==> src/rtl/core/pctd_pkg.sv <==
`timescale 1ns / 1ps
// ----------------------------------------------------------------------------
// pctd_pkg: shared types and constants of the prefix code tree decoder
// Node layout, status codes, input modes and the walker state encoding.
// ----------------------------------------------------------------------------
package pctd_pkg;

    localparam int MAX_NODES    = 512;
    localparam int MAX_CODE_LEN = 32;

    localparam int NODE_W = $clog2(MAX_NODES);
    localparam int USED_W = $clog2(MAX_NODES + 1);
    localparam int CSR_W  = MAX_CODE_LEN;
    localparam int CLW    = $clog2(MAX_CODE_LEN + 1);

    localparam int SYM_W  = 8;
    localparam int LEN_W  = 6;
    localparam int CODE_W = 32;
    localparam int BYTE_W = 8;
    localparam int CNT_W  = 4;
    localparam int DBW    = $clog2(BYTE_W + 1);

    localparam int S_TDATA_W = 64;
    localparam int S_TUSER_W = 2;
    localparam int M_TDATA_W = 8;
    localparam int M_TUSER_W = 2;

    // input item kinds
    localparam logic [1:0] MODE_LOAD   = 2'd0;
    localparam logic [1:0] MODE_DECODE = 2'd1;
    localparam logic [1:0] MODE_CLEAR  = 2'd2;

    typedef enum logic [1:0] {
        ST_SYMBOL     = 2'd0,
        ST_NO_CHILD   = 2'd1,
        ST_FULL       = 2'd2,
        ST_INCOMPLETE = 2'd3
    } t_status;

    typedef struct packed {
        logic [NODE_W-1:0] left;
        logic [NODE_W-1:0] right;
        logic [SYM_W-1:0]  sym;
    } t_node;

    typedef struct packed {
        logic              we;
        logic [NODE_W-1:0] waddr;
        t_node             wdata;
        logic              re;
        logic [NODE_W-1:0] raddr;
    } t_ram_req;

    typedef struct packed {
        logic             emit;
        logic             flush;
        logic [SYM_W-1:0] sym;
        t_status          status;
    } t_res_req;

    typedef struct packed {
        logic ok;
        logic pend_v;
    } t_res_ack;

    typedef enum logic [3:0] {
        S_IDLE,
        S_LD_ALIGN,
        S_LD_STEP,
        S_LD_WAIT,
        S_LD_DONE,
        S_DEC_FETCH,
        S_DEC_STEP,
        S_DEC_CHECK,
        S_DEC_END,
        S_FLUSH
    } t_state;

endpackage

==> src/rtl/core/pctd_result_q.sv <==
`timescale 1ns / 1ps
// ----------------------------------------------------------------------------
// pctd_result_q: result hold stage and output register
// Holds the newest result until the next one or the item end decides tlast.
// ----------------------------------------------------------------------------
module pctd_result_q (
    input  logic                                i_clk,
    input  logic                                i_rst_n,
    input  pctd_pkg::t_res_req                  i_req,
    output pctd_pkg::t_res_ack                  o_ack,
    output logic                                o_m_axis_tvalid,
    input  logic                                i_m_axis_tready,
    output logic [pctd_pkg::M_TDATA_W-1:0]      o_m_axis_tdata,  // [7:0] symbol_out
    output logic [pctd_pkg::M_TUSER_W-1:0]      o_m_axis_tuser,  // [1:0] status
    output logic                                o_m_axis_tlast   // run_last
);
    import pctd_pkg::*;

    logic             r_pend_v, n_pend_v;
    logic [SYM_W-1:0] r_pend_sym, n_pend_sym;
    t_status          r_pend_st, n_pend_st;
    logic             r_out_v, n_out_v;
    logic [SYM_W-1:0] r_out_sym, n_out_sym;
    t_status          r_out_st, n_out_st;
    logic             r_out_last, n_out_last;
    logic             out_free;
    logic             ok;

    assign out_free = !r_out_v || i_m_axis_tready;
    assign ok       = !r_pend_v || out_free;

    always_comb begin
        n_pend_v   = r_pend_v;
        n_pend_sym = r_pend_sym;
        n_pend_st  = r_pend_st;
        n_out_v    = r_out_v && !i_m_axis_tready;
        n_out_sym  = r_out_sym;
        n_out_st   = r_out_st;
        n_out_last = r_out_last;
        if (i_req.emit && ok) begin
            if (r_pend_v) begin
                n_out_v    = 1'b1;
                n_out_sym  = r_pend_sym;
                n_out_st   = r_pend_st;
                n_out_last = 1'b0;
            end
            n_pend_v   = 1'b1;
            n_pend_sym = i_req.sym;
            n_pend_st  = i_req.status;
        end else if (i_req.flush && ok) begin
            if (r_pend_v) begin
                n_out_v    = 1'b1;
                n_out_sym  = r_pend_sym;
                n_out_st   = r_pend_st;
                n_out_last = 1'b1;
            end
            n_pend_v = 1'b0;
        end
    end

    always_ff @(posedge i_clk) begin
        if (!i_rst_n) begin
            r_pend_v <= 1'b0;
            r_out_v  <= 1'b0;
        end else begin
            r_pend_v <= n_pend_v;
            r_out_v  <= n_out_v;
        end
        r_pend_sym <= n_pend_sym;
        r_pend_st  <= n_pend_st;
        r_out_sym  <= n_out_sym;
        r_out_st   <= n_out_st;
        r_out_last <= n_out_last;
    end

    assign o_ack.ok         = ok;
    assign o_ack.pend_v     = r_pend_v;
    assign o_m_axis_tvalid  = r_out_v;
    assign o_m_axis_tdata   = r_out_sym;
    assign o_m_axis_tuser   = r_out_st;
    assign o_m_axis_tlast   = r_out_last;

endmodule

==> config.mk <==
export PLATFORM = sky130hd
export DESIGN_NAME = pctd_result_q
export DESIGN_NICKNAME = d
export VERILOG_FILES = /design/src/rtl/core/pctd_pkg.sv /design/src/rtl/core/pctd_result_q.sv
export SDC_FILE = /design/constraint.sdc
export NUM_CORES = 1
export LEC_CHECK = 0
export ABC_AREA = 1
export BUFFER_PORTS_ARGS = -buffer_cell sky130_fd_sc_hd__buf_2
export CAP_MARGIN = 20
export CORE_MARGIN = 1.5
export CORE_UTILIZATION = 45
export DETAILED_ROUTE_END_ITERATION = 10
export PLACE_DENSITY_LB_ADDON = 0.3
export REMOVE_ABC_BUFFERS = 1
export SLEW_MARGIN = 5
export SYNTH_ARGS = -nofsm -noshare
export SYNTH_HDL_FRONTEND = slang
export SYNTH_SLANG_ARGS = --single-unit
==> constraint.sdc <==
create_clock -name i_clk -period 1.8 [get_ports i_clk]
set_input_delay 0.09 -clock i_clk [delete_from_list [all_inputs] [get_ports i_clk]]
set_output_delay 0.09 -clock i_clk [all_outputs]
set_load 0.03 [all_outputs]
==> impl_metrics.json, run 1 <==
{
  "drt-initial-drc-count": 12,
  "maxSlewViolCount": 0,
  "synth_warnings": 0,
  "portBuffers": 28,
  "yosysTopAreaCell": "edfxtp_1",
  "cts_buffers": 3,
  "fillers": 108,
  "avgSynthCellArea_um2": 17.9,
  "start_kind": "flop",
  "cts_root_buffer": "clkbuf_4",
  "place.gp.congestion": 0.655,
  "hold_path_class": "input pin to flop",
  "antenna_cells": 0,
  "synth-seq-cells": 23,
  "row_count": 14,
  "first_pass_iters": 7,
  "ys_seq_area_share_pct": 87.3,
  "relSlewSlack_pct": 86.2,
  "regArea_um2": 671,
  "holdPathStages": 3,
  "path_max_fanout": 4,
  "ys_top_cells_by_area": "edfxtp_1 (82%), dfxtp_1 (5.2%), buf_4 (2.0%)",
  "area_growth_pct": 36.5,
  "die_area_um2": 1960,
  "finalHoldViolations": 0,
  "vias": 443,
  "h-tree-depth": 1,
  "p_per_area_nw_per_um2": 900,
  "fin_ws_ps": 610,
  "synth_area_um2": 768,
  "die_height_um": 44.3,
  "dpl.hpwl_um": 703,
  "synth_xor_area_share_pct": 0,
  "mostFrequentLayoutCell": "buf_2",
  "final_cell_mix": "buf_2 (28), edfxtp_1 (21), dlygate4sd3_1 (10)",
  "fin_skew_ps": 1.78,
  "coreArea_um2": 1560,
  "run_status": "complete, but fails checks",
  "ir_worst_vdd_mv": 0.621,
  "final_antenna_net_count": 0,
  "p_leak_nw": 0.443,
  "r2r_slack_ps": 720,
  "grt_util_all_layers_pct": 12.0,
  "critPathRequiredTime_ps": 1710,
  "wl_mm": 1.05,
  "violations": "design-rule violations",
  "antenna_found_initial": 0,
  "drc_errors": 2,
  "fin_nets": 100,
  "synth_adder_area_share_pct": 0,
  "grt_remaining_overflow": 0,
  "die_w_um": 44.3,
  "routed_via_density": 4.43,
  "grt_pass1_vias": 386,
  "grt_start_max_net_pins": 14,
  "arrival_ps": 1100,
  "cts.sinks": 23,
  "num_io_pins": 29,
  "cts-resized-gates": 0,
  "ff2ff_path_depth": 3,
  "netlist_instances": 43,
  "synth_compound_area_share_pct": 1.30,
  "clkTransAtPathRegs_ps": 110,
  "setup_violations": 0,
  "dp_slack_ps": 720,
  "grt_pass1_wl_mm": 1.57,
  "synth_top_area_share_pct": 82.1,
  "setup_tns_ps": 0,
  "clk_path_buf_depth": 2,
  "critical_path_class": "flop to output port",
  "drive_above_1_share_pct": 46.4,
  "max_freq_mhz": 840,
  "synth_top_family_by_area": "simple AND/OR/NAND/NOR gates",
  "clkLatencyLatePin_ps": 290,
  "ys_types": 11,
  "wl_per_cell_um": 10.5,
  "fin_crit_sh_pct": 66.1,
  "min_period_ps": 1190,
  "endpoint_kind": "output port",
  "yosys.area_share.simple_pct": 6.03,
  "synthMuxAreaShare_pct": 0,
  "worstMarginPinSlew_ps": 207,
  "maxCapViolCount": 0,
  "rsz0062_at_grt": "no",
  "cts_tree": "done",
  "start_util_pct": 49.3,
  "multi_input_area_um2": 56.3
}
## cells by family after synthesis
group	Yosys count
and+or+nand+nor	9
AOI/OAI and AO/OA	2
DFF	23
buffers and inverters	9
## per-layer routing
layer / global-route usage (%) / vias up / part of all wire, %
li1: - / 228 / -
met1: 11.6 / 194 / 39
met2: 22.1 / 19 / 54
met3: 3.67 / 2 / 5.7
met4: 7.27 / 0 / 0.76
met5: 0 / - / 0
## sequential cells by signal, indices dropped and copies added, names as in the netlist
name / count
o_m_axis_tdata: 8
o_m_axis_tlast: 1
o_m_axis_tuser: 2
o_m_axis_tvalid: 1
r_pend_st: 2
r_pend_sym: 8
r_pend_v: 1
## cell type report
class | count | share of cell area (%)
clock inverters | 1 | 0.477
repair buffers | 39 | 23.6
flip-flops and latches | 23 | 64.0
well taps | 16 | 1.91
inverters | 7 | 2.51
multi-input cells | 11 | 5.37
clock buffers | 3 | 2.15
## worst paths after layout
check	startpoint	to
worst max-delay path	r_pend_v	o_ack[1]
worst min-delay path	i_rst_n	r_pend_v
worst max register to register	r_pend_v	o_m_axis_tdata[5]
worst min register to register	r_pend_sym[5]	o_m_axis_tdata[5]
## through the flow
| step | utilization, % | instance area [um2] | hold slack, ps | instances | total power, mW |
|---|---|---|---|---|---|
| finish | 67.3 | 1050 | 33.1 | 100 | 0.944 |
| detailed placement | 59.1 | 921 | 268 | 86 | 0.720 |
| CTS | 67.3 | 1050 | 32.3 | 100 | 0.951 |
| global placement | 59.1 | 921 | 267 | 86 | 0.718 |
| floorplan | - | 753 | 189 | 41 | 0.685 |
| global route | 67.3 | 1050 | 44.3 | 100 | 0.984 |
## worst max-delay path: stages, from the launching register on
cell	delay (ps)
dfxtp_1	390
inv_2	60
nor2_4	140
inv_2	50
buf_2	170
## power breakdown
| part | internal [mW] | total, mW | leakage [nW] | switching [mW] |
|---|---|---|---|---|
| clock network | 0.0825 | 0.220 | 0.0177 | 0.138 |
| registers | 0.615 | 0.622 | 0.217 | 0.00739 |
| logic | 0.0413 | 0.101 | 0.209 | 0.0598 |
| total | 0.739 | 0.944 | 0.443 | 0.205 |
## cells in the mapped netlist
| master | instances |
|---|---|
| buf_4 | 2 |
| o21ai_1 | 1 |
| nor2_1 | 4 |
| dfxtp_1 | 2 |
| a21oi_1 | 1 |
| inv_2 | 3 |
| inv_1 | 4 |
| edfxtp_1 | 21 |
| nand2_1 | 2 |
| nand2_2 | 2 |
| nor2_4 | 1 |
## timing repair
action                                 CTS  global route
setup buffers                            0             0
endpoints found under the hold margin   10             0
hold buffers                            10             0
Power figures use the tool's default switching activity.
==> run 2: changes to the inputs <==
ABC_AREA = 0   (was 1)
clock period = 1.2 ns   (was 1.8 ns; I/O delays follow)
==> run 2 against run 1 <==
- setup slack worse by 510 ps
- highest routed layer unchanged
- largest power group unchanged
- the flow now finishes without violations
- power increased by 51%
- critical path depth stayed put
- sequential share of layout area decreased by 0.83 points
- clock power increased by 52%
- largest cell class unchanged
- synthesized cell count shrank 16%
- flip-flop and latch count did not move
==> impl_metrics.json, run 2 <==
{
  "p_per_area_nw_per_um2": 1340,
  "synth.most_common_cell": "edfxtp_1",
  "wl_mm": 1.13,
  "use_met2_pct": 22.4,
  "holdPathEnd": "o_m_axis_tlast",
  "min_period_ps": 1100,
  "critical_path_class": "flop to flop",
  "run_status": "finished clean",
  "start_kind": "flop",
  "antenna_cells": 0,
  "first_pass_iters": 4,
  "hold_path_class": "input pin to flop",
  "finalHoldViolations": 0,
  "fillers": 106,
  "h-tree-depth": 1,
  "fin_total_pwr_mw": 1.42,
  "grt_pass1_vias": 404,
  "start_util_pct": 48.9,
  "portBuffers": 28,
  "grt_pass1_wl_mm": 1.63,
  "cts.sinks": 23,
  "p_comb_share_pct": 10.9,
  "grt_start_max_net_pins": 14,
  "fin_area_um2": 1060,
  "die_w_um": 43.9,
  "ir_worst_vdd_mv": 0.887,
  "num_io_pins": 29,
  "pwr-share-seq_pct": 65.5,
  "cts_tree": "done",
  "reg2reg_to": "o_m_axis_tdata[2]",
  "drive_above_1_share_pct": 45.0,
  "cts_root_buffer": "clkbuf_4",
  "ff2ff_path_depth": 4,
  "final_util_pct": 68.9,
  "met3_usage_pct": 4.17,
  "endpoint_kind": "flop",
  "ys_top_cells_by_area": "edfxtp_1 (84%), dfxtp_1 (5.3%), buf_4 (2.0%)",
  "rsz0062_at_grt": "no",
  "final_antenna_net_count": 0,
  "place.gp.congestion": 0.734,
  "clk_path_buf_depth": 2,
  "antenna_found_initial": 0,
  "grt-busiest-layer": "met2",
  "regArea_um2": 671,
  "netlist_instances": 36,
  "synth-seq-cells": 23,
  "p_int_mw": 1.11,
  "clkLatencyLatePin_ps": 300,
  "maxCapViolCount": 0,
  "grt_util_all_layers_pct": 12.8,
  "fin_cells": 96,
  "clkPwrFrac_pct": 23.6,
  "p_leak_nw": 0.431,
  "p_sw_share_pct": 21.6,
  "avgSynthCellArea_um2": 20.9,
  "fin_nets": 96,
  "path_max_fanout": 10,
  "dpl-instance-area_um2": 913,
  "area_growth_pct": 41.0,
  "yosysTopAreaCell": "edfxtp_1",
  "arrival_ps": 1120,
  "vias": 449,
  "cts_setup_buffers": 0,
  "ys_seq_area_share_pct": 89.0,
  "clkTransAtPathRegs_ps": 120,
  "dp_cells": 80,
  "maxSlewViolCount": 0,
  "fin_crit_sh_pct": 92.0,
  "drt-initial-drc-count": 6,
  "relSlewSlack_pct": 84.7,
  "holdPathStages": 2,
  "grt_remaining_overflow": 0,
  "critPathRequiredTime_ps": 1220,
  "synth_area_um2": 753,
  "r2r_slack_ps": 100,
  "max_freq_mhz": 906,
  "switchingPower_uw": 307,
  "die_height_um": 43.9,
  "r2r_start": "r_pend_v",
  "mostFrequentLayoutCell": "buf_2",
  "die_area_um2": 1930,
  "ys.flop_type": "edfxtp_1",
  "synth_common_cells": "edfxtp_1 (21), buf_4 (2), dfxtp_1 (2), nor2b_1 (2)",
  "cts_buffers": 3,
  "multi_input_area_um2": 65.1,
  "drc_errors": 0,
  "synth_warnings": 0,
  "synthArstFlopShare_pct": 0,
  "grt_util_met1_pct": 12.5,
  "synth_edf_count": 21,
  "synth_top_area_share_pct": 83.7,
  "routed_via_density": 4.68,
  "coreArea_um2": 1540,
  "hp-start": "i_req[11]",
  "setup_violations": 0,
  "final_cell_mix": "buf_2 (28), edfxtp_1 (21), dlygate4sd3_1 (12)",
  "row_count": 14,
  "worstMarginPinSlew_ps": 229,
  "ys_types": 13,
  "wl_per_cell_um": 11.7,
  "fin_skew_ps": 2.96
}
==> run 2: worst max path at each step <==
stage               slack [ps]           endpoint  cells after the start            start
CTS                         90  o_m_axis_tdata[2]                      4         r_pend_v
detailed placement          10      r_pend_sym[4]                      2  o_m_axis_tvalid
finish                     100  o_m_axis_tdata[2]                      4         r_pend_v
global placement            70      r_pend_sym[4]                      2  o_m_axis_tvalid
global route                20  o_m_axis_tdata[2]                      4         r_pend_v
floorplan                 -360       r_pend_st[0]                      2         r_pend_v
==> run 2: cell type report <==
| type | count | area share (%) |
|---|---|---|
| clock buffer | 3 | 2.12 |
| clock inverter | 1 | 0.471 |
| inverter | 1 | 0.353 |
| multi-input combinational | 10 | 6.12 |
| sequential | 23 | 63.1 |
| tap | 16 | 1.88 |
| timing repair buffer | 42 | 25.9 |
==> run 2: per-layer routing <==
metal  vias to the layer above  share of wire [%]
li1                        221                  -
met1                       202                 37
met2                        24                 56
met3                         2                6.6
met4                         0               0.53
met5                         -                  0
==> run 2: through the flow <==
stage	TNS [ps]	hold slack, ps	setup slack (ps)
final	0	47.8	96.5
after detailed placement	0	238	11.7
after global routing	0	37.1	23.1
after CTS	0	3.82	87.3
after floorplan	-6880	159	-359
after global placement	0	238	71.9
==> run 2: worst max-delay path, cell delays in order, from the launching register on <==
cell     delay [ps]
dfxtp_1         350
buf_4           120
o21ai_2          60
nor2b_1         100
buf_4           190
==> run 2: power groups by stage <==
stage               combinational (mW)  clock, mW  sequential, mW
global route                     0.165      0.382           0.936
floorplan                       0.0242          0           0.993
finish                           0.155      0.335           0.932
global placement                 0.123          0           0.948
detailed placement               0.125          0           0.951
CTS                              0.152      0.349           0.932
==> run 2: logic make-up after synthesis <==
group                  Yosys count  share of synthesized area, %
AOI/OAI and AO/OA                4                          3.65
DFF                             23                          89.0
buffers and inverters            3                          2.49
and+or+nand+nor                  6                          4.82
==> run 2: what timing repair did <==
item	4_1_cts	5_1_grt
hold buffers	11	1
resized for setup	1	0
endpoints found under the hold margin	11	2
endpoints found under the setup margin	10	0
==> run 3: changes to the inputs <==
ABC_AREA = 1   (was 0)
==> run 3 against run 2 <==
- the flow now finishes with violations (design-rule violations)
- sequential share of layout area rose by 0.27 points
- power is 0.63% lower
- count of clock-buffer cells in the layout unchanged
- highest routed layer is now met3
- first-iteration DRC count rose by 33%
- hold slack better by 5.9 ps
==> impl_metrics.json, run 3 (synthesis gave the netlist of run 1 again) <==
{
  "relSlewSlack_pct": 86.1,
  "fin_nets": 101,
  "start_kind": "flop",
  "clk_path_buf_depth": 2,
  "holdWs_ps": 53.6,
  "fin_cells": 101,
  "cts_setup_buffers": 0,
  "ff2ff_path_depth": 3,
  "run_status": "complete, but fails checks",
  "dpl-instance-area_um2": 921,
  "crit_buf_inv": 2,
  "r2r_slack_ps": 160,
  "cp_slowest_cell": "dfxtp_1",
  "cts_tree": "done",
  "fin_crit_sh_pct": 93.9,
  "dpl.hpwl_um": 677,
  "vias": 433,
  "area_growth_pct": 37.9,
  "row_count": 14,
  "fin_ws_ps": 73.8,
  "ir_worst_vdd_mv": 0.681,
  "coreArea_um2": 1560,
  "setup_tns_ps": 0,
  "holdPathEnd": "o_m_axis_tlast",
  "grt_util_met1_pct": 9.58,
  "grt_remaining_overflow": 0,
  "num_io_pins": 29,
  "drt-initial-drc-count": 8,
  "met3_usage_pct": 4.49,
  "portBuffers": 28,
  "wl_per_cell_um": 9.30,
  "path_delay_family": "flip-flops",
  "min_period_ps": 1130,
  "wl_um": 939,
  "drive_above_1_share_pct": 47.1,
  "antenna_found_initial": 0,
  "worstMarginPinSlew_ps": 208,
  "first_pass_iters": 7,
  "dp_slack_ps": 123,
  "grt_pass1_wl_mm": 1.41,
  "p_per_area_nw_per_um2": 1330,
  "die_height_um": 44.3,
  "p_leak_nw": 0.448,
  "die_area_um2": 1960,
  "mostFrequentLayoutCell": "buf_2",
  "start_util_pct": 49.3,
  "maxCapViolCount": 0,
  "r2r_start": "r_pend_v",
  "fin_area_um2": 1060,
  "critPathMaxStageDelay_ps": 350,
  "final_util_pct": 68.0,
  "reg2reg_to": "o_m_axis_tdata[5]",
  "grt-busiest-layer": "met2",
  "antenna_cells": 0,
  "critical_path_class": "flop to output port",
  "hold_path_class": "input pin to flop",
  "arrival_ps": 1070,
  "critPathRequiredTime_ps": 1140,
  "cts_root_buffer": "clkbuf_4",
  "rsz0062_at_grt": "no",
  "setup_violations": 0,
  "holdPathStages": 2,
  "path_max_fanout": 4,
  "violations": "design-rule violations",
  "die_w_um": 44.3,
  "max_freq_mhz": 888,
  "use_met2_pct": 19.4,
  "final_cell_mix": "buf_2 (28), edfxtp_1 (21), dlygate4sd3_1 (11)",
  "endpoint_kind": "output port",
  "grt_start_max_net_pins": 14,
  "finalHoldViolations": 0,
  "grt_pass1_vias": 356,
  "final_antenna_net_count": 0,
  "cts.sinks": 23,
  "cts_buffers": 3,
  "place.gp.congestion": 0.654,
  "hp-start": "i_req[11]",
  "routed_via_density": 4.29,
  "clkTransAtPathRegs_ps": 110,
  "dp_cells": 86,
  "fin_skew_ps": 1.49,
  "fin_total_pwr_mw": 1.41,
  "grt_util_all_layers_pct": 10.3,
  "clkLatencyLatePin_ps": 290,
  "h-tree-depth": 1,
  "drc_errors": 2,
  "maxSlewViolCount": 0,
  "crit_chain": "nand2_2, nor2_4, inv_2, buf_2"
}
-- run 3: changes by cell type in the layout (fill, tap and decap cells not counted), moves of 2 or more --
cell | before | now
nor2_1 | 0 | 4
nand2_2 | 0 | 2
inv_2 | 0 | 3
inv_1 | 1 | 4
nor2b_1 | 2 | 0
-- run 3: area by class of cell --
cell class,instances,area (um2)
sequential,23,672
fill,117,499
multi-input combinational,11,56.3
clock buffer,3,22.5
timing repair buffer,40,258
tap,16,20.0
clock inverter,1,5.00
inverter,7,26.3
-- run 3: power breakdown --
part,switching (mW),internal [mW]
sequential,0.0103,0.923
combinational,0.0889,0.0640
clock,0.203,0.124
total,0.302,1.11
-- run 3: layer usage --
metal | vias up | wire length [um]
met5 | - | 0
met4 | 0 | 0
met3 | 0 | 76
met2 | 19 | 475
met1 | 185 | 387
li1 | 229 | -
-- run 3: worst reg2reg max path, stage by stage, from the launching register on --
cell	delay, ps
dfxtp_2	370
o21ai_1	100
nor2_1	110
buf_4	190
-- run 3: repair_timing --
action,4_1_cts,5_1_grt
hold buffers,11,0
gates resized for setup,0,1
setup endpoints to repair,0,1
hold endpoints to repair,11,0
-- run 3: worst max path at each step --
| stage | from | slack [ps] | cells past startpoint | end |
|---|---|---|---|---|
| finish | o_m_axis_tvalid | 70 | 4 | o_ack[1] |
| global route | r_pend_v | 5 | 4 | o_ack[1] |
| CTS | r_pend_v | 20 | 4 | o_ack[1] |
| detailed placement | r_pend_v | 120 | 3 | o_m_axis_tdata[5] |
| global placement | r_pend_v | 150 | 3 | o_m_axis_tdata[0] |
| floorplan | r_pend_v | -360 | 2 | o_m_axis_tdata[0] |
