[config.mk]
export PLATFORM = sky130hd
export DESIGN_NAME = pctd_walker
export DESIGN_NICKNAME = d
export VERILOG_FILES = /design/src/rtl/core/pctd_pkg.sv /design/src/rtl/core/pctd_walker.sv
export SDC_FILE = /design/constraint.sdc
export NUM_CORES = 1
export LEC_CHECK = 0
export ABC_AREA = 1
export BUFFER_PORTS_ARGS = -buffer_cell sky130_fd_sc_hd__buf_2
export CELL_PAD_IN_SITES_DETAIL_PLACEMENT = 1
export CELL_PAD_IN_SITES_GLOBAL_PLACEMENT = 2
export CORE_AREA = 2 2 157 159
export DETAILED_ROUTE_END_ITERATION = 16
export DIE_AREA = 0 0 159 161
export HOLD_SLACK_MARGIN = 0.12
export MAX_ROUTING_LAYER = met4
export PLACE_DENSITY = 0.87
export SYNTH_ARGS = -nofsm -noshare
export SYNTH_HDL_FRONTEND = slang
export SYNTH_SLANG_ARGS = --single-unit
[constraint.sdc]
create_clock -name i_clk -period 8.6 [get_ports i_clk]
set_clock_uncertainty 0.05 [all_clocks]
set_input_delay 0.43 -clock i_clk [delete_from_list [all_inputs] [get_ports i_clk]]
set_output_delay 0.43 -clock i_clk [all_outputs]
set_load 0.02 [all_outputs]
[src/rtl/core/pctd_pkg.sv]
`timescale 1ns / 1ps
// ----------------------------------------------------------------------------
// pctd_pkg: shared types and constants of the prefix code tree decoder
// Node layout, status codes, input modes and the walker state encoding.
// ----------------------------------------------------------------------------
package pctd_pkg;

    localparam int MAX_NODES    = 512;
    localparam int MAX_CODE_LEN = 32;

    localparam int NODE_W = $clog2(MAX_NODES);
    localparam int USED_W = $clog2(MAX_NODES + 1);
    localparam int CSR_W  = MAX_CODE_LEN;
    localparam int CLW    = $clog2(MAX_CODE_LEN + 1);

    localparam int SYM_W  = 8;
    localparam int LEN_W  = 6;
    localparam int CODE_W = 32;
    localparam int BYTE_W = 8;
    localparam int CNT_W  = 4;
    localparam int DBW    = $clog2(BYTE_W + 1);

    localparam int S_TDATA_W = 64;
    localparam int S_TUSER_W = 2;
    localparam int M_TDATA_W = 8;
    localparam int M_TUSER_W = 2;

    // input item kinds
    localparam logic [1:0] MODE_LOAD   = 2'd0;
    localparam logic [1:0] MODE_DECODE = 2'd1;
    localparam logic [1:0] MODE_CLEAR  = 2'd2;

    typedef enum logic [1:0] {
        ST_SYMBOL     = 2'd0,
        ST_NO_CHILD   = 2'd1,
        ST_FULL       = 2'd2,
        ST_INCOMPLETE = 2'd3
    } t_status;

    typedef struct packed {
        logic [NODE_W-1:0] left;
        logic [NODE_W-1:0] right;
        logic [SYM_W-1:0]  sym;
    } t_node;

    typedef struct packed {
        logic              we;
        logic [NODE_W-1:0] waddr;
        t_node             wdata;
        logic              re;
        logic [NODE_W-1:0] raddr;
    } t_ram_req;

    typedef struct packed {
        logic             emit;
        logic             flush;
        logic [SYM_W-1:0] sym;
        t_status          status;
    } t_res_req;

    typedef struct packed {
        logic ok;
        logic pend_v;
    } t_res_ack;

    typedef enum logic [3:0] {
        S_IDLE,
        S_LD_ALIGN,
        S_LD_STEP,
        S_LD_WAIT,
        S_LD_DONE,
        S_DEC_FETCH,
        S_DEC_STEP,
        S_DEC_CHECK,
        S_DEC_END,
        S_FLUSH
    } t_state;

endpackage

[src/rtl/core/pctd_walker.sv]
`timescale 1ns / 1ps
// ----------------------------------------------------------------------------
// pctd_walker: bit-serial tree walker
// Shifts code and data bits out one at a time, follows child links through
// the node store, allocates nodes on load and raises results on decode.
// ----------------------------------------------------------------------------
module pctd_walker (
    input  logic                           i_clk,
    input  logic                           i_rst_n,
    input  logic                           i_s_axis_tvalid,
    output logic                           o_s_axis_tready,
    input  logic [pctd_pkg::S_TDATA_W-1:0] i_s_axis_tdata,
    input  logic [pctd_pkg::S_TUSER_W-1:0] i_s_axis_tuser,
    input  logic                           i_s_axis_tlast,
    output pctd_pkg::t_ram_req             o_ram_req,
    input  pctd_pkg::t_node                i_rd_data,
    output pctd_pkg::t_res_req             o_res_req,
    input  pctd_pkg::t_res_ack             i_res_ack
);
    import pctd_pkg::*;

    t_state            r_state, n_state;
    logic [CSR_W-1:0]  r_code, n_code;
    logic [CLW-1:0]    r_acnt, n_acnt;
    logic [CLW-1:0]    r_bits, n_bits;
    logic [BYTE_W-1:0] r_dbyte, n_dbyte;
    logic [DBW-1:0]    r_dbits, n_dbits;
    logic              r_end, n_end;
    logic [SYM_W-1:0]  r_sym, n_sym;
    logic [NODE_W-1:0] r_node, n_node;
    logic [NODE_W-1:0] r_cur, n_cur;
    t_node             r_ent, n_ent;
    logic [NODE_W-1:0] r_root_l, n_root_l;
    logic [NODE_W-1:0] r_root_r, n_root_r;
    logic [USED_W-1:0] r_used, n_used;

    // input fields
    logic [SYM_W-1:0]  in_sym;
    logic [LEN_W-1:0]  in_len;
    logic [CODE_W-1:0] in_code;
    logic [BYTE_W-1:0] in_byte;
    logic [CNT_W-1:0]  in_cnt;
    logic [CLW-1:0]    len_sat;
    logic [DBW-1:0]    cnt_sat;

    t_node             root_ent;
    t_node             upd_ent;
    logic              ld_bit, dec_bit, bit_v;
    logic [NODE_W-1:0] child;
    logic [NODE_W-1:0] new_idx;
    logic              full;

    assign in_sym  = i_s_axis_tdata[7:0];
    assign in_len  = i_s_axis_tdata[13:8];
    assign in_code = i_s_axis_tdata[45:14];
    assign in_byte = i_s_axis_tdata[53:46];
    assign in_cnt  = i_s_axis_tdata[57:54];

    assign len_sat = (in_len > LEN_W'(MAX_CODE_LEN)) ? CLW'(MAX_CODE_LEN) : CLW'(in_len);
    assign cnt_sat = (in_cnt > CNT_W'(BYTE_W)) ? DBW'(BYTE_W) : DBW'(in_cnt);

    assign root_ent = '{left: r_root_l, right: r_root_r, sym: '0};
    assign ld_bit   = r_code[CSR_W-1];
    assign dec_bit  = r_dbyte[BYTE_W-1];
    assign bit_v    = (r_state == S_LD_STEP) ? ld_bit : dec_bit;
    assign child    = bit_v ? r_ent.right : r_ent.left;
    assign new_idx  = r_used[NODE_W-1:0];
    assign full     = (r_used >= USED_W'(MAX_NODES));

    always_comb begin
        upd_ent = r_ent;
        if (ld_bit) begin
            upd_ent.right = new_idx;
        end else begin
            upd_ent.left = new_idx;
        end
    end

    always_comb begin
        n_state  = r_state;
        n_code   = r_code;
        n_acnt   = r_acnt;
        n_bits   = r_bits;
        n_dbyte  = r_dbyte;
        n_dbits  = r_dbits;
        n_end    = r_end;
        n_sym    = r_sym;
        n_node   = r_node;
        n_cur    = r_cur;
        n_ent    = r_ent;
        n_root_l = r_root_l;
        n_root_r = r_root_r;
        n_used   = r_used;
        o_ram_req = '0;
        o_res_req = '0;

        unique case (r_state)
            S_IDLE: begin
                if (i_s_axis_tvalid) begin
                    unique case (i_s_axis_tuser)
                        MODE_LOAD: begin
                            n_code  = CSR_W'(in_code);
                            n_bits  = len_sat;
                            n_acnt  = CLW'(MAX_CODE_LEN) - len_sat;
                            n_sym   = in_sym;
                            n_node  = '0;
                            n_ent   = root_ent;
                            n_state = S_LD_ALIGN;
                        end
                        MODE_DECODE: begin
                            n_dbyte = in_byte;
                            n_dbits = cnt_sat;
                            n_end   = i_s_axis_tlast;
                            if (r_cur == '0) begin
                                n_ent   = root_ent;
                                n_state = S_DEC_STEP;
                            end else begin
                                o_ram_req.re    = 1'b1;
                                o_ram_req.raddr = r_cur;
                                n_state         = S_DEC_FETCH;
                            end
                        end
                        MODE_CLEAR: begin
                            n_root_l = '0;
                            n_root_r = '0;
                            n_used   = USED_W'(1);
                            n_cur    = '0;
                        end
                        default: ;
                    endcase
                end
            end
            // drop the unused upper code bits, one per cycle
            S_LD_ALIGN: begin
                if (r_acnt == '0) begin
                    n_state = S_LD_STEP;
                end else begin
                    n_code = r_code << 1;
                    n_acnt = r_acnt - CLW'(1);
                end
            end
            S_LD_STEP: begin
                if (r_bits == '0) begin
                    n_state = S_LD_DONE;
                end else if (child != '0) begin
                    o_ram_req.re    = 1'b1;
                    o_ram_req.raddr = child;
                    n_node          = child;
                    n_code          = r_code << 1;
                    n_bits          = r_bits - CLW'(1);
                    n_state         = S_LD_WAIT;
                end else if (full) begin
                    o_res_req.emit   = 1'b1;
                    o_res_req.status = ST_FULL;
                    if (i_res_ack.ok) begin
                        // last allocated node must reach the store
                        o_ram_req.we    = (r_node != '0);
                        o_ram_req.waddr = r_node;
                        o_ram_req.wdata = r_ent;
                        n_state         = S_FLUSH;
                    end
                end else begin
                    // allocate: link parent now, new node is written later
                    if (r_node == '0) begin
                        n_root_l = upd_ent.left;
                        n_root_r = upd_ent.right;
                    end else begin
                        o_ram_req.we    = 1'b1;
                        o_ram_req.waddr = r_node;
                        o_ram_req.wdata = upd_ent;
                    end
                    n_ent  = '0;
                    n_node = new_idx;
                    n_used = r_used + USED_W'(1);
                    n_code = r_code << 1;
                    n_bits = r_bits - CLW'(1);
                end
            end
            S_LD_WAIT: begin
                n_ent   = i_rd_data;
                n_state = S_LD_STEP;
            end
            S_LD_DONE: begin
                o_ram_req.we    = (r_node != '0);
                o_ram_req.waddr = r_node;
                o_ram_req.wdata = '{left: r_ent.left, right: r_ent.right, sym: r_sym};
                n_state         = S_FLUSH;
            end
            S_DEC_FETCH: begin
                n_ent   = i_rd_data;
                n_state = S_DEC_STEP;
            end
            S_DEC_STEP: begin
                if (r_dbits == '0) begin
                    n_state = S_DEC_END;
                end else if (child == '0) begin
                    o_res_req.emit   = 1'b1;
                    o_res_req.status = ST_NO_CHILD;
                    if (i_res_ack.ok) begin
                        n_cur   = '0;
                        n_state = S_FLUSH;
                    end
                end else begin
                    o_ram_req.re    = 1'b1;
                    o_ram_req.raddr = child;
                    n_cur           = child;
                    n_dbyte         = r_dbyte << 1;
                    n_dbits         = r_dbits - DBW'(1);
                    n_state         = S_DEC_CHECK;
                end
            end
            S_DEC_CHECK: begin
                if (i_rd_data.left == '0 && i_rd_data.right == '0) begin
                    o_res_req.emit   = 1'b1;
                    o_res_req.sym    = i_rd_data.sym;
                    o_res_req.status = ST_SYMBOL;
                    if (i_res_ack.ok) begin
                        n_cur   = '0;
                        n_ent   = root_ent;
                        n_state = S_DEC_STEP;
                    end
                end else begin
                    n_ent   = i_rd_data;
                    n_state = S_DEC_STEP;
                end
            end
            S_DEC_END: begin
                if (r_end && r_cur != '0) begin
                    o_res_req.emit   = 1'b1;
                    o_res_req.status = ST_INCOMPLETE;
                    if (i_res_ack.ok) begin
                        n_cur   = '0;
                        n_state = S_FLUSH;
                    end
                end else begin
                    n_state = S_FLUSH;
                end
            end
            S_FLUSH: begin
                o_res_req.flush = 1'b1;
                if (i_res_ack.ok) begin
                    n_state = S_IDLE;
                end
            end
            default: n_state = S_IDLE;
        endcase
    end

    always_ff @(posedge i_clk) begin
        if (!i_rst_n) begin
            r_state  <= S_IDLE;
            r_root_l <= '0;
            r_root_r <= '0;
            r_used   <= USED_W'(1);
            r_cur    <= '0;
        end else begin
            r_state  <= n_state;
            r_root_l <= n_root_l;
            r_root_r <= n_root_r;
            r_used   <= n_used;
            r_cur    <= n_cur;
        end
        r_code  <= n_code;
        r_acnt  <= n_acnt;
        r_bits  <= n_bits;
        r_dbyte <= n_dbyte;
        r_dbits <= n_dbits;
        r_end   <= n_end;
        r_sym   <= n_sym;
        r_node  <= n_node;
        r_ent   <= n_ent;
    end

    assign o_s_axis_tready = (r_state == S_IDLE);

endmodule

==> results.yml, run 1 <==
timing:
  setup-violations-final: 0
  slew_violations: 0
  max-slew-margin-rel_pct: 16.1
  hold_violations: 0
  timing.hold.ws_ps: 136
  fmaxAchievable_mhz: 199
  rsz0062_at_grt: "no"
  period_needed_ps: 5010
  period_share_pct: 58.3
  setup_tns_ps: 0
  worst_pin_slew_ps: 1250
run:
  maxCapViolations: 0
critical_path:
  slowest_stage: "edfxtp_1"
  startpoint_type: "flop"
  crit_required_ps: 8120
  critPathArrivalTime_ps: 4530
  cp_cell_sequence: "nand3_2 -> nand2_2 -> nand2_1 -> nand2_1 -> nand2_1 -> nor2_4 -> nand3_4 -> nor2_2 -> nand2_1 -> nor2_4 -> nand2_1 -> nand2_1 -> buf_2"
  reg2reg_to: "r_node[8]$_SDFFCE_PN0P_"
  end_kind: "output port"
  path_max_fanout: 36
  path_class: "flop to output port"
  cp_common_cell: "nand2_1"
  reg2reg_from: "r_code[31]$_DFFE_PP_"
  r2r_setup_slack_ps: 4700
  ff2ff_path_depth: 8
  slowest_delay_ps: 1110
min_path:
  hold_class: "primary input to flop"
  min_from: "i_s_axis_tlast"
  min_to: "r_end$_DFFE_PP_"
  hold-path-cell-count: 1
synthesis:
  synth_seq_area_share_pct: 46.6
  synth_area_leader_cell: "edfxtp_1"
  synth-xor-area-share_pct: 1.39
  async_reset_ff_share_pct: 0
  ys_types: 43
  synth_ff_type: "edfxtp_1"
  synth_top_area_share_pct: 36.6
  synth_edf_count: 100
  post_synth.cell_area_avg_sq_um: 7.92
  synthAdderAreaFrac_pct: 1.07
  synth_compound_area_share_pct: 13.8
  synth_mux_area_share_pct: 4.25
  syn-cell-area_sq_um: 8200
  synth_cells: 1036
  synth_area_leaders: "edfxtp_1, nand2_1, dfxtp_1, o21ai_0, inv_1"
  synth_nets: 1141
  synth-simple-area-share_pct: 24.5
  yosys_warnings: 0
  synth_top_family_by_area: "simple AND/OR/NAND/NOR gates"
  ys_seq_elements: 141
die:
  core-area_sq_um: 24000
  fp.dieH_microns: 161
  start_util_pct: 34.2
  fp.dieW_microns: 159
  die_area_sq_um: 25600
  ios: 157
  rows: 57
place:
  hpwl_mm: 19.8
  numPortBuffers: 149
  place.gp.congestion: 0.877
cells_and_area:
  area_delta_synth_final_pct: 20.9
  antenna_cells: 0
  nFillCells: 3012
  final_common_cell: "nand2_1"
  drive_gt1_share_pct: 20.8
  nets: 1282
  seq_area_sq_um: 3820
  multi_input_area_sq_um: 3710
  most-common-layout-cells: "nand2_1, buf_2, inv_1, nor2_1, o21ai_0"
routing:
  drcViolationCount: 0
  avgViaCountPerCell: 5.08
  ant_nets: 0
  dr.pass1.iters: 5
  avgRoutedWirePerCell_microns: 18.0
  drt_iter0_markers: 467
  routed-via-count: 7697
  wl_mm: 27.2
cts:
  path_clk_slew_ps: 70
  cts_tree: "yes"
  clk_latency_ps: 430
  root_buffer: "clkbuf_16"
  cts_max_path_buffers: 2
  cts.sinks: 141
  cts_buffers: 17
  htreeDepth: 4
global_route:
  antenna_found_initial: 0
  grt_pass1_vias: 7849
  grt_max_degree: 44
  grt_overflow: 0
  grt_pass1_wl_mm: 43.0
  grt_usage_pct: 22.0
pwr:
  p_per_area_nw_per_um2: 340
  ir_drop_uv: 146
  leakage_uw: 0.00431
run_status:
  status: "finished, final reports clean"
-- kinds of logic (layout without fill, tap and decap cells) --
group                      Yosys count  after routing
adders and majority gates            7              7
DFF                                141            141
buffers and inverters              174            328
AOI/OAI and AO/OA                  200            200
muxes                               31             31
xor gates and xnor gates            13             13
and+or+nand+nor                    470            470
-- synth_stat cells (10+ instances only) --
| cell type | instances |
|---|---|
| a21oi_1 | 37 |
| buf_2 | 10 |
| clkbuf_1 | 28 |
| dfxtp_1 | 41 |
| edfxtp_1 | 100 |
| inv_1 | 128 |
| mux2_2 | 31 |
| nand2_1 | 233 |
| nand3_1 | 58 |
| nand4_1 | 12 |
| nor2_1 | 125 |
| nor3_1 | 13 |
| o2111ai_1 | 18 |
| o21ai_0 | 103 |
| o22ai_1 | 12 |
-- sequential cells by signal (all words and copies together), names as in the netlist, 9 cells and up --
signal and cells:
r_node 9, r_code 32, r_ent 26, r_cur 9
r_root_r 9, r_used 10, r_root_l 9
-- area by class of cell --
type / instances / area share [%]
well taps: 324 / 4.09
repair buffers: 165 / 8.91
multi-input cells: 721 / 37.4
clock inverters: 14 / 1.72
clock buffers: 18 / 4.33
flip-flops and latches: 141 / 38.6
inverters: 131 / 4.96
-- routing by layer --
layer / up-vias / global-route usage (%) / part of all wire, % / routed length, microns
met3: 41 / 3.29 / 3.7 / 1000
met2: 157 / 36.7 / 49 / 13400
met4: 0 / 7.40 / 2.5 / 673
met1: 3753 / 27.4 / 45 / 12100
met5: - / - / 0 / 0
li1: 3746 / - / - / -
-- worst max-delay path: cells and delay by family (launching register included) --
family / cells / cell delay (ps)
buffers and inverters: 1 / 150
DFF: 1 / 1110
and+or+nand+nor: 12 / 2830
-- through the flow --
stage,setup slack [ps],utilization (%),instance area (sq um),total power [uW],cells
after global routing,3290,41.4,9920,3610,1514
after floorplan,4100,-,8200,2160,1036
final,3590,41.4,9920,3370,1514
after detailed placement,3980,38.6,9250,2610,1475
after global placement,4080,38.6,9250,2570,1475
after CTS,3440,41.4,9920,3400,1514
-- power by group --
group	total, uW	leakage (uW)	switching [uW]	internal, uW
logic	1350	0.00273	952	402
clock network	769	0.000288	330	439
registers	1250	0.00129	145	1100
total	3370	0.00431	1430	1940
-- repair_timing --
item | CTS | global route
resized for setup | 0 | 0
setup endpoints to repair | 0 | 0
hold endpoints to repair | 7 | 0
setup buffers | 0 | 0
hold buffers | 7 | 0
-- worst max path at each step --
stage / startpoint / end / slack [ps] / cells past startpoint
final: r_code[31]$_DFFE_PP_ / o_ram_req[10] / 3590 / 13
after global routing: r_code[31]$_DFFE_PP_ / o_ram_req[17] / 3290 / 13
after CTS: r_code[31]$_DFFE_PP_ / o_ram_req[10] / 3440 / 13
after detailed placement: r_code[31]$_DFFE_PP_ / o_ram_req[10] / 3980 / 13
after global placement: r_code[31]$_DFFE_PP_ / o_ram_req[12] / 4080 / 13
after floorplan: r_state[1]$_SDFFE_PN0P_ / r_ent[0]$_DFFE_PP_ / 4100 / 12
No activity file was read; power rests on OpenSTA's default activity.
==> run 2, diff against run 1 <==
--- a/config.mk
+++ b/config.mk
@@ -9,12 +9,12 @@
 export BUFFER_PORTS_ARGS = -buffer_cell sky130_fd_sc_hd__buf_2
 export CELL_PAD_IN_SITES_DETAIL_PLACEMENT = 1
 export CELL_PAD_IN_SITES_GLOBAL_PLACEMENT = 2
-export CORE_AREA = 2 2 157 159
+export CORE_AREA = 2 2 172 174
 export DETAILED_ROUTE_END_ITERATION = 16
-export DIE_AREA = 0 0 159 161
+export DIE_AREA = 0 0 174 176
 export HOLD_SLACK_MARGIN = 0.12
 export MAX_ROUTING_LAYER = met4
-export PLACE_DENSITY = 0.87
+export PLACE_DENSITY = 0.77
 export SYNTH_ARGS = -nofsm -noshare
 export SYNTH_HDL_FRONTEND = slang
 export SYNTH_SLANG_ARGS = --single-unit
==> constraint.sdc (replaced) <==
create_clock -name i_clk -period 4.55 [get_ports i_clk]
set_clock_uncertainty 0.05 [all_clocks]
set_input_delay 0.2275 -clock i_clk [delete_from_list [all_inputs] [get_ports i_clk]]
set_output_delay 0.2275 -clock i_clk [all_outputs]
set_load 0.02 [all_outputs]
==> run 2 against run 1 <==
  * Flip-flop and latch count unchanged
  * Final area increased by 7.8%
  * Sequential power up 87%
  * Critical path type unchanged
  * Global-route usage fell by 1.6 points
  * Sequential share of layout area down 2.8 points
  * Clock power up 85%
  * Highest routed layer unchanged
  * Utilization is 3.9 points lower
  * Non-clock buffer count up 74
  * Die area rose by 20%
  * Largest cell class unchanged
==> results.yml, run 2 (synthesis gave the netlist of run 1 again) <==
timing:
  setup_tns_ps: 0
  hold_violations: 0
  rsz0062_at_grt: "no"
  setup-violations-final: 0
  fmaxAchievable_mhz: 250
  slew_violations: 0
  max-slew-margin-rel_pct: 42.1
  period_share_pct: 87.8
  worst_pin_slew_ps: 865
  period_needed_ps: 3990
routing:
  routed-via-count: 8003
  drt_iter0_markers: 447
  drcViolationCount: 0
  wl_mm: 29.9
  dr.pass1.iters: 5
  avgViaCountPerCell: 4.86
  avgRoutedWirePerCell_microns: 18.1
  ant_nets: 0
cells_and_area:
  drive_gt1_share_pct: 20.2
  regMostFlops: "r_code"
  antenna_cells: 0
  top_regs: "r_code: 32 flops, r_ent: 26 flops, r_used: 10 flops"
  fin_area_sq_um: 10700
  area_delta_synth_final_pct: 30.3
  layout.cells.non_filler: 1648
  largest_register_ffs: 32
  nets: 1356
  final_common_cell: "nand2_1"
  most-common-layout-cells: "nand2_1, buf_2, inv_1, nor2_1, o21ai_0"
  nFillCells: 3571
  seq_area_sq_um: 3820
  multi_input_area_sq_um: 3710
global_route:
  grt_max_degree: 41
  grt_pass1_wl_mm: 46.8
  grt_usage_pct: 20.4
  grt_pass1_vias: 8315
  antenna_found_initial: 0
  grt_overflow: 0
critical_path:
  end_kind: "output port"
  cp_cell_sequence: "nand3_2 -> nand2_2 -> nand2_1 -> nand2_1 -> nand2_1 -> nor2_4 -> nand3_4 -> nor2_2 -> nand2_1 -> nor2_4 -> nand2_1 -> nand2_1 -> buf_2"
  crit_buf_inv: 1
  reg2reg_from: "r_state[0]$_SDFFE_PN0P_"
  critPathArrivalTime_ps: 3720
  slowest_stage: "edfxtp_1"
  slowest_delay_ps: 800
  ff2ff_path_depth: 10
  cp_common_cell: "nand2_1"
  path_max_fanout: 19
  crit_required_ps: 4270
  crit_end: "o_ram_req[15]"
  path_depth: 13
  reg2reg_to: "r_used[0]$_SDFFE_PN1P_"
  r2r_setup_slack_ps: 1250
  startpoint_type: "flop"
  critPathLaunch: "r_code[31]$_DFFE_PP_"
  path_class: "flop to output port"
  critical-path-top-delay-family: "simple AND/OR/NAND/NOR gates"
cts:
  cts_buffers: 17
  root_buffer: "clkbuf_16"
  cts_tree: "yes"
  cts_setup_buffers: 0
  clk_latency_ps: 440
  htreeDepth: 4
  cts.sinks: 141
  cts_max_path_buffers: 2
  path_clk_slew_ps: 80
die:
  die_area_sq_um: 30600
  start_util_pct: 28.7
  fp.dieH_microns: 176
  core-area_sq_um: 28500
  fp.dieW_microns: 174
  rows: 62
  ios: 157
place:
  dpl-instance-area_sq_um: 9380
  numPortBuffers: 149
  placed_cells: 1542
  hpwl_mm: 20.9
  place.gp.congestion: 0.856
run_status:
  status: "finished, final reports clean"
pwr:
  leakage_uw: 0.00461
  p_per_area_nw_per_um2: 600
  ir_drop_uv: 224
min_path:
  hold_class: "primary input to flop"
run:
  maxCapViolations: 0
==> run 2: cell count changes in the layout (fill, tap and decap cells not counted), sizes merged <==
cell,delta
dlygate4sd3,+67
buf,+7
inv,+1
clkinv,-2
bufinv,-1
clkinvlp,+2
==> run 2: power by group <==
part | total, uW | switching (uW) | leakage (uW) | internal [uW]
Combinational | 2660 | 1840 | 0.00305 | 813
Clock | 1420 | 642 | 0.000271 | 774
Sequential | 2340 | 260 | 0.00129 | 2080
Total | 6420 | 2750 | 0.00461 | 3670
==> run 2: cell type report <==
type,instances,area share [%]
Multi-Input combinational cell,721,34.7
Clock inverter,14,1.37
Timing Repair Buffer,239,15.0
Sequential cell,141,35.8
Inverter,131,4.60
Clock buffer,18,4.01
Tap cell,384,4.49
==> run 2: worst min-delay path, cell delays in order <==
cell	delay [ps]
buf_2	100
nand3_1	80
o21ai_0	80
==> run 2: stage by stage <==
| step | power, uW | hold WS, ps | setup slack [ps] | util (%) |
|---|---|---|---|---|
| 5_1_grt | 6880 | 144 | 195 | 37.5 |
| 3_3_place_gp | 4920 | 355 | 969 | 32.8 |
| 2_1_floorplan | 4080 | 276 | 47.6 | - |
| 3_5_place_dp | 4990 | 357 | 977 | 32.8 |
| 6_report | 6420 | 118 | 557 | 37.5 |
| 4_1_cts | 6470 | 124 | 502 | 37.5 |
==> run 2: worst min path at each step <==
| stage | from | end | slack, ps | cells after the start |
|---|---|---|---|---|
| 2_1_floorplan | i_s_axis_tlast | r_end$_DFFE_PP_ | 280 | 0 |
| 3_3_place_gp | i_s_axis_tdata[2] | r_sym[2]$_DFFE_PP_ | 360 | 1 |
| 4_1_cts | i_s_axis_tdata[9] | r_bits[1]$_DFFE_PP_ | 120 | 3 |
| 6_report | i_s_axis_tdata[9] | r_bits[1]$_DFFE_PP_ | 120 | 3 |
| 5_1_grt | i_rd_data[19] | r_ent[19]$_DFFE_PP_ | 140 | 3 |
| 3_5_place_dp | i_s_axis_tlast | r_end$_DFFE_PP_ | 360 | 1 |
==> run 2: per-layer routing <==
metal | up-vias | GRT usage [%] | share of wire, %
li1 | 3890 | - | -
met1 | 3903 | 25.4 | 45
met3 | 44 | 2.78 | 3.6
met2 | 166 | 34.4 | 49
met4 | 0 | 6.41 | 2.4
met5 | - | - | 0
==> run 2: timing repair <==
| action | in CTS | in global routing |
|---|---|---|
| endpoints found under the hold margin | 74 | 0 |
| endpoints found under the setup margin | 0 | 0 |
| hold buffers | 74 | 0 |
| gates resized for setup | 0 | 0 |
==> run 3, diff against run 2 <==
--- a/config.mk
+++ b/config.mk
@@ -5,16 +5,15 @@
 export SDC_FILE = /design/constraint.sdc
 export NUM_CORES = 1
 export LEC_CHECK = 0
-export ABC_AREA = 1
 export BUFFER_PORTS_ARGS = -buffer_cell sky130_fd_sc_hd__buf_2
 export CELL_PAD_IN_SITES_DETAIL_PLACEMENT = 1
 export CELL_PAD_IN_SITES_GLOBAL_PLACEMENT = 2
-export CORE_AREA = 2 2 172 174
+export CORE_AREA = 2 2 200 123
 export DETAILED_ROUTE_END_ITERATION = 16
-export DIE_AREA = 0 0 174 176
+export DIE_AREA = 0 0 202 125
 export HOLD_SLACK_MARGIN = 0.12
 export MAX_ROUTING_LAYER = met4
-export PLACE_DENSITY = 0.77
+export PLACE_DENSITY = 0.79
 export SYNTH_ARGS = -nofsm -noshare
 export SYNTH_HDL_FRONTEND = slang
 export SYNTH_SLANG_ARGS = --single-unit
==> run 3 against run 2 <==
  * Via count decreased by 20%
  * Worst setup slack better by 140 ps
  * First-iteration DRC count is 8.1% higher
  * Count of clock-buffer cells in the layout down 1
  * Sequential share of layout area is 2.8 points higher
  * Worst hold slack improved by 52 ps
  * Largest cell class unchanged
  * Highest routed layer unchanged
==> results.yml, run 3 <==
die:
  fp.dieH_microns: 125
  start_util_pct: 31.3
  core-area_sq_um: 23600
  ios: 157
  rows: 44
  die_area_sq_um: 25300
  fp.dieW_microns: 202
cells_and_area:
  most-common-layout-cells: "buf_2, edfxtp_1, dlygate4sd3_1, nand2_1, a22o_1"
  seq_area_sq_um: 3820
  antenna_cells: 0
  nets: 1014
  multi_input_area_sq_um: 3390
  area_delta_synth_final_pct: 33.9
  regMostFlops: "r_code"
  nFillCells: 2629
  drive_gt1_share_pct: 26.9
  final_common_cell: "buf_2"
  layout.cells.non_filler: 1244
  top_regs: "r_code: 32 flops, r_ent: 26 flops, r_used: 10 flops"
  largest_register_ffs: 32
global_route:
  grt_pass1_vias: 6588
  grt_usage_pct: 20.9
  grt_util_met2_pct: 28.1
  grt.busiest_layer: "met1"
  grt_pass1_wl_mm: 39.3
  met3_usage_pct: 5.34
  grt_overflow: 0
  grtUsageMet1_pct: 31.0
  antenna_found_initial: 0
  grt_max_degree: 33
synthesis:
  synth_ff_type: "edfxtp_1"
  synth_nets: 793
  ys_types: 60
  synth.most_common_cell: "edfxtp_1"
  syn-cell-area_sq_um: 7400
  synth_top_area_share_pct: 40.6
  synth_area_leaders: "edfxtp_1, dfxtp_1, a22o_1, mux2_2, mux2i_1"
  post_synth.cell_area_avg_sq_um: 10.7
  async_reset_ff_share_pct: 0
  synth_seq_area_share_pct: 51.7
  synth_edf_count: 100
  yosys_warnings: 0
  synth_cells: 688
  ys_seq_elements: 141
  synthTopCellsByCount: "edfxtp_1, nand2_1, a22o_1"
  synth_area_leader_cell: "edfxtp_1"
cts:
  clk_latency_ps: 430
  cts_setup_buffers: 0
  cts_buffers: 17
  path_clk_slew_ps: 60
  cts_tree: "yes"
  root_buffer: "clkbuf_16"
  htreeDepth: 4
  cts.sinks: 141
  cts_max_path_buffers: 2
critical_path:
  ff2ff_path_depth: 7
  slowest_delay_ps: 560
  r2r_setup_slack_ps: 1110
  crit_buf_inv: 2
  end_kind: "output port"
  slowest_stage: "or4b_1"
  cp_cell_sequence: "or4b_1 -> buf_4 -> mux2i_4 -> mux2_2 -> a41oi_1 -> nand2b_1 -> a22o_1 -> buf_2"
  crit_required_ps: 4270
  path_class: "flop to output port"
  critPathArrivalTime_ps: 3580
  path_depth: 8
  startpoint_type: "flop"
  path_max_fanout: 25
  critical-path-top-delay-family: "simple AND/OR/NAND/NOR gates"
timing:
  setup_tns_ps: 0
  max-slew-margin-rel_pct: 28.7
  period_share_pct: 84.7
  rsz0062_at_grt: "no"
  setup-violations-final: 0
  period_needed_ps: 3850
  slew_violations: 0
  fmaxAchievable_mhz: 259
  hold_violations: 0
  worst_pin_slew_ps: 1070
place:
  place.gp.congestion: 0.881
  placed_cells: 1132
  numPortBuffers: 149
  hpwl_mm: 17.9
routing:
  drcViolationCount: 0
  dr.pass1.iters: 5
  ant_nets: 0
  drt_iter0_markers: 483
  avgViaCountPerCell: 5.12
  routed-via-count: 6371
  avgRoutedWirePerCell_microns: 20.0
  wl_mm: 24.9
run:
  maxCapViolations: 0
pwr:
  ir_drop_uv: 305
  p_per_area_nw_per_um2: 553
  leakage_uw: 0.00392
min_path:
  hold_class: "primary input to flop"
  hold-path-cell-count: 3
run_status:
  status: "finished, final reports clean"
run 3: layout make-up:
cell class / instances / area share, %
sequential: 141 / 38.6
multi-input combinational: 487 / 34.2
timing repair buffer: 245 / 16.8
clock buffer: 17 / 4.30
tap: 322 / 4.07
clock inverter: 15 / 1.33
inverter: 17 / 0.644
run 3: where the power goes:
part | total (uW) | leakage, uW | switching (uW) | internal [uW]
clock | 1350 | 0.000261 | 628 | 717
combinational | 1970 | 0.00238 | 1220 | 744
sequential | 2170 | 0.00128 | 231 | 1940
total | 5480 | 0.00392 | 2080 | 3400
run 3: timing repair:
item,in CTS,in global routing
resized for setup,0,0
hold buffers,80,0
hold endpoints to repair,80,0
endpoints found under the setup margin,0,0
run 3: cell families after synthesis:
group | Yosys count | share of synthesized area (%)
and+or+nand+nor | 237 | 16.8
AOI/OAI and AO/OA | 161 | 15.6
DFF | 141 | 51.7
muxes | 63 | 9.29
buffers and inverters | 60 | 3.16
xor gates and xnor gates | 19 | 2.25
adders and majority gates | 7 | 1.18
run 3: per-stage QoR:
stage	utilization [%]	setup WS [ps]	total power [uW]	hold slack [ps]	area, sq um
final	41.9	696	5480	170	9900
after global routing	41.9	528	5810	176	9900
after CTS	41.9	701	5510	139	9900
after detailed placement	36.2	1140	4090	357	8550
after global placement	36.2	1190	4050	357	8550
after floorplan	-	436	3400	276	7400
run 3: path summary, 6_finish.rpt:
path | to | startpoint
hold reg to reg | r_root_r[7]$_SDFFE_PN0P_ | r_root_r[7]$_SDFFE_PN0P_
hold / removal | r_state[3]$_SDFFE_PN0P_ | i_res_ack[1]
setup reg to reg | r_root_r[2]$_SDFFE_PN0P_ | r_state[3]$_SDFFE_PN0P_
setup / recovery | o_ram_req[26] | r_state[3]$_SDFFE_PN0P_
run 3: metal layers:
metal	vias to the layer above	part of all wire, %
met1	3144	51
met5	-	0
li1	3018	-
met4	0	0.85
met3	17	6.6
met2	192	42
run 3: worst min-delay path: stages:
cell and delay (ps):
buf_2 160, nor2b_1 100, o2bb2ai_1 120
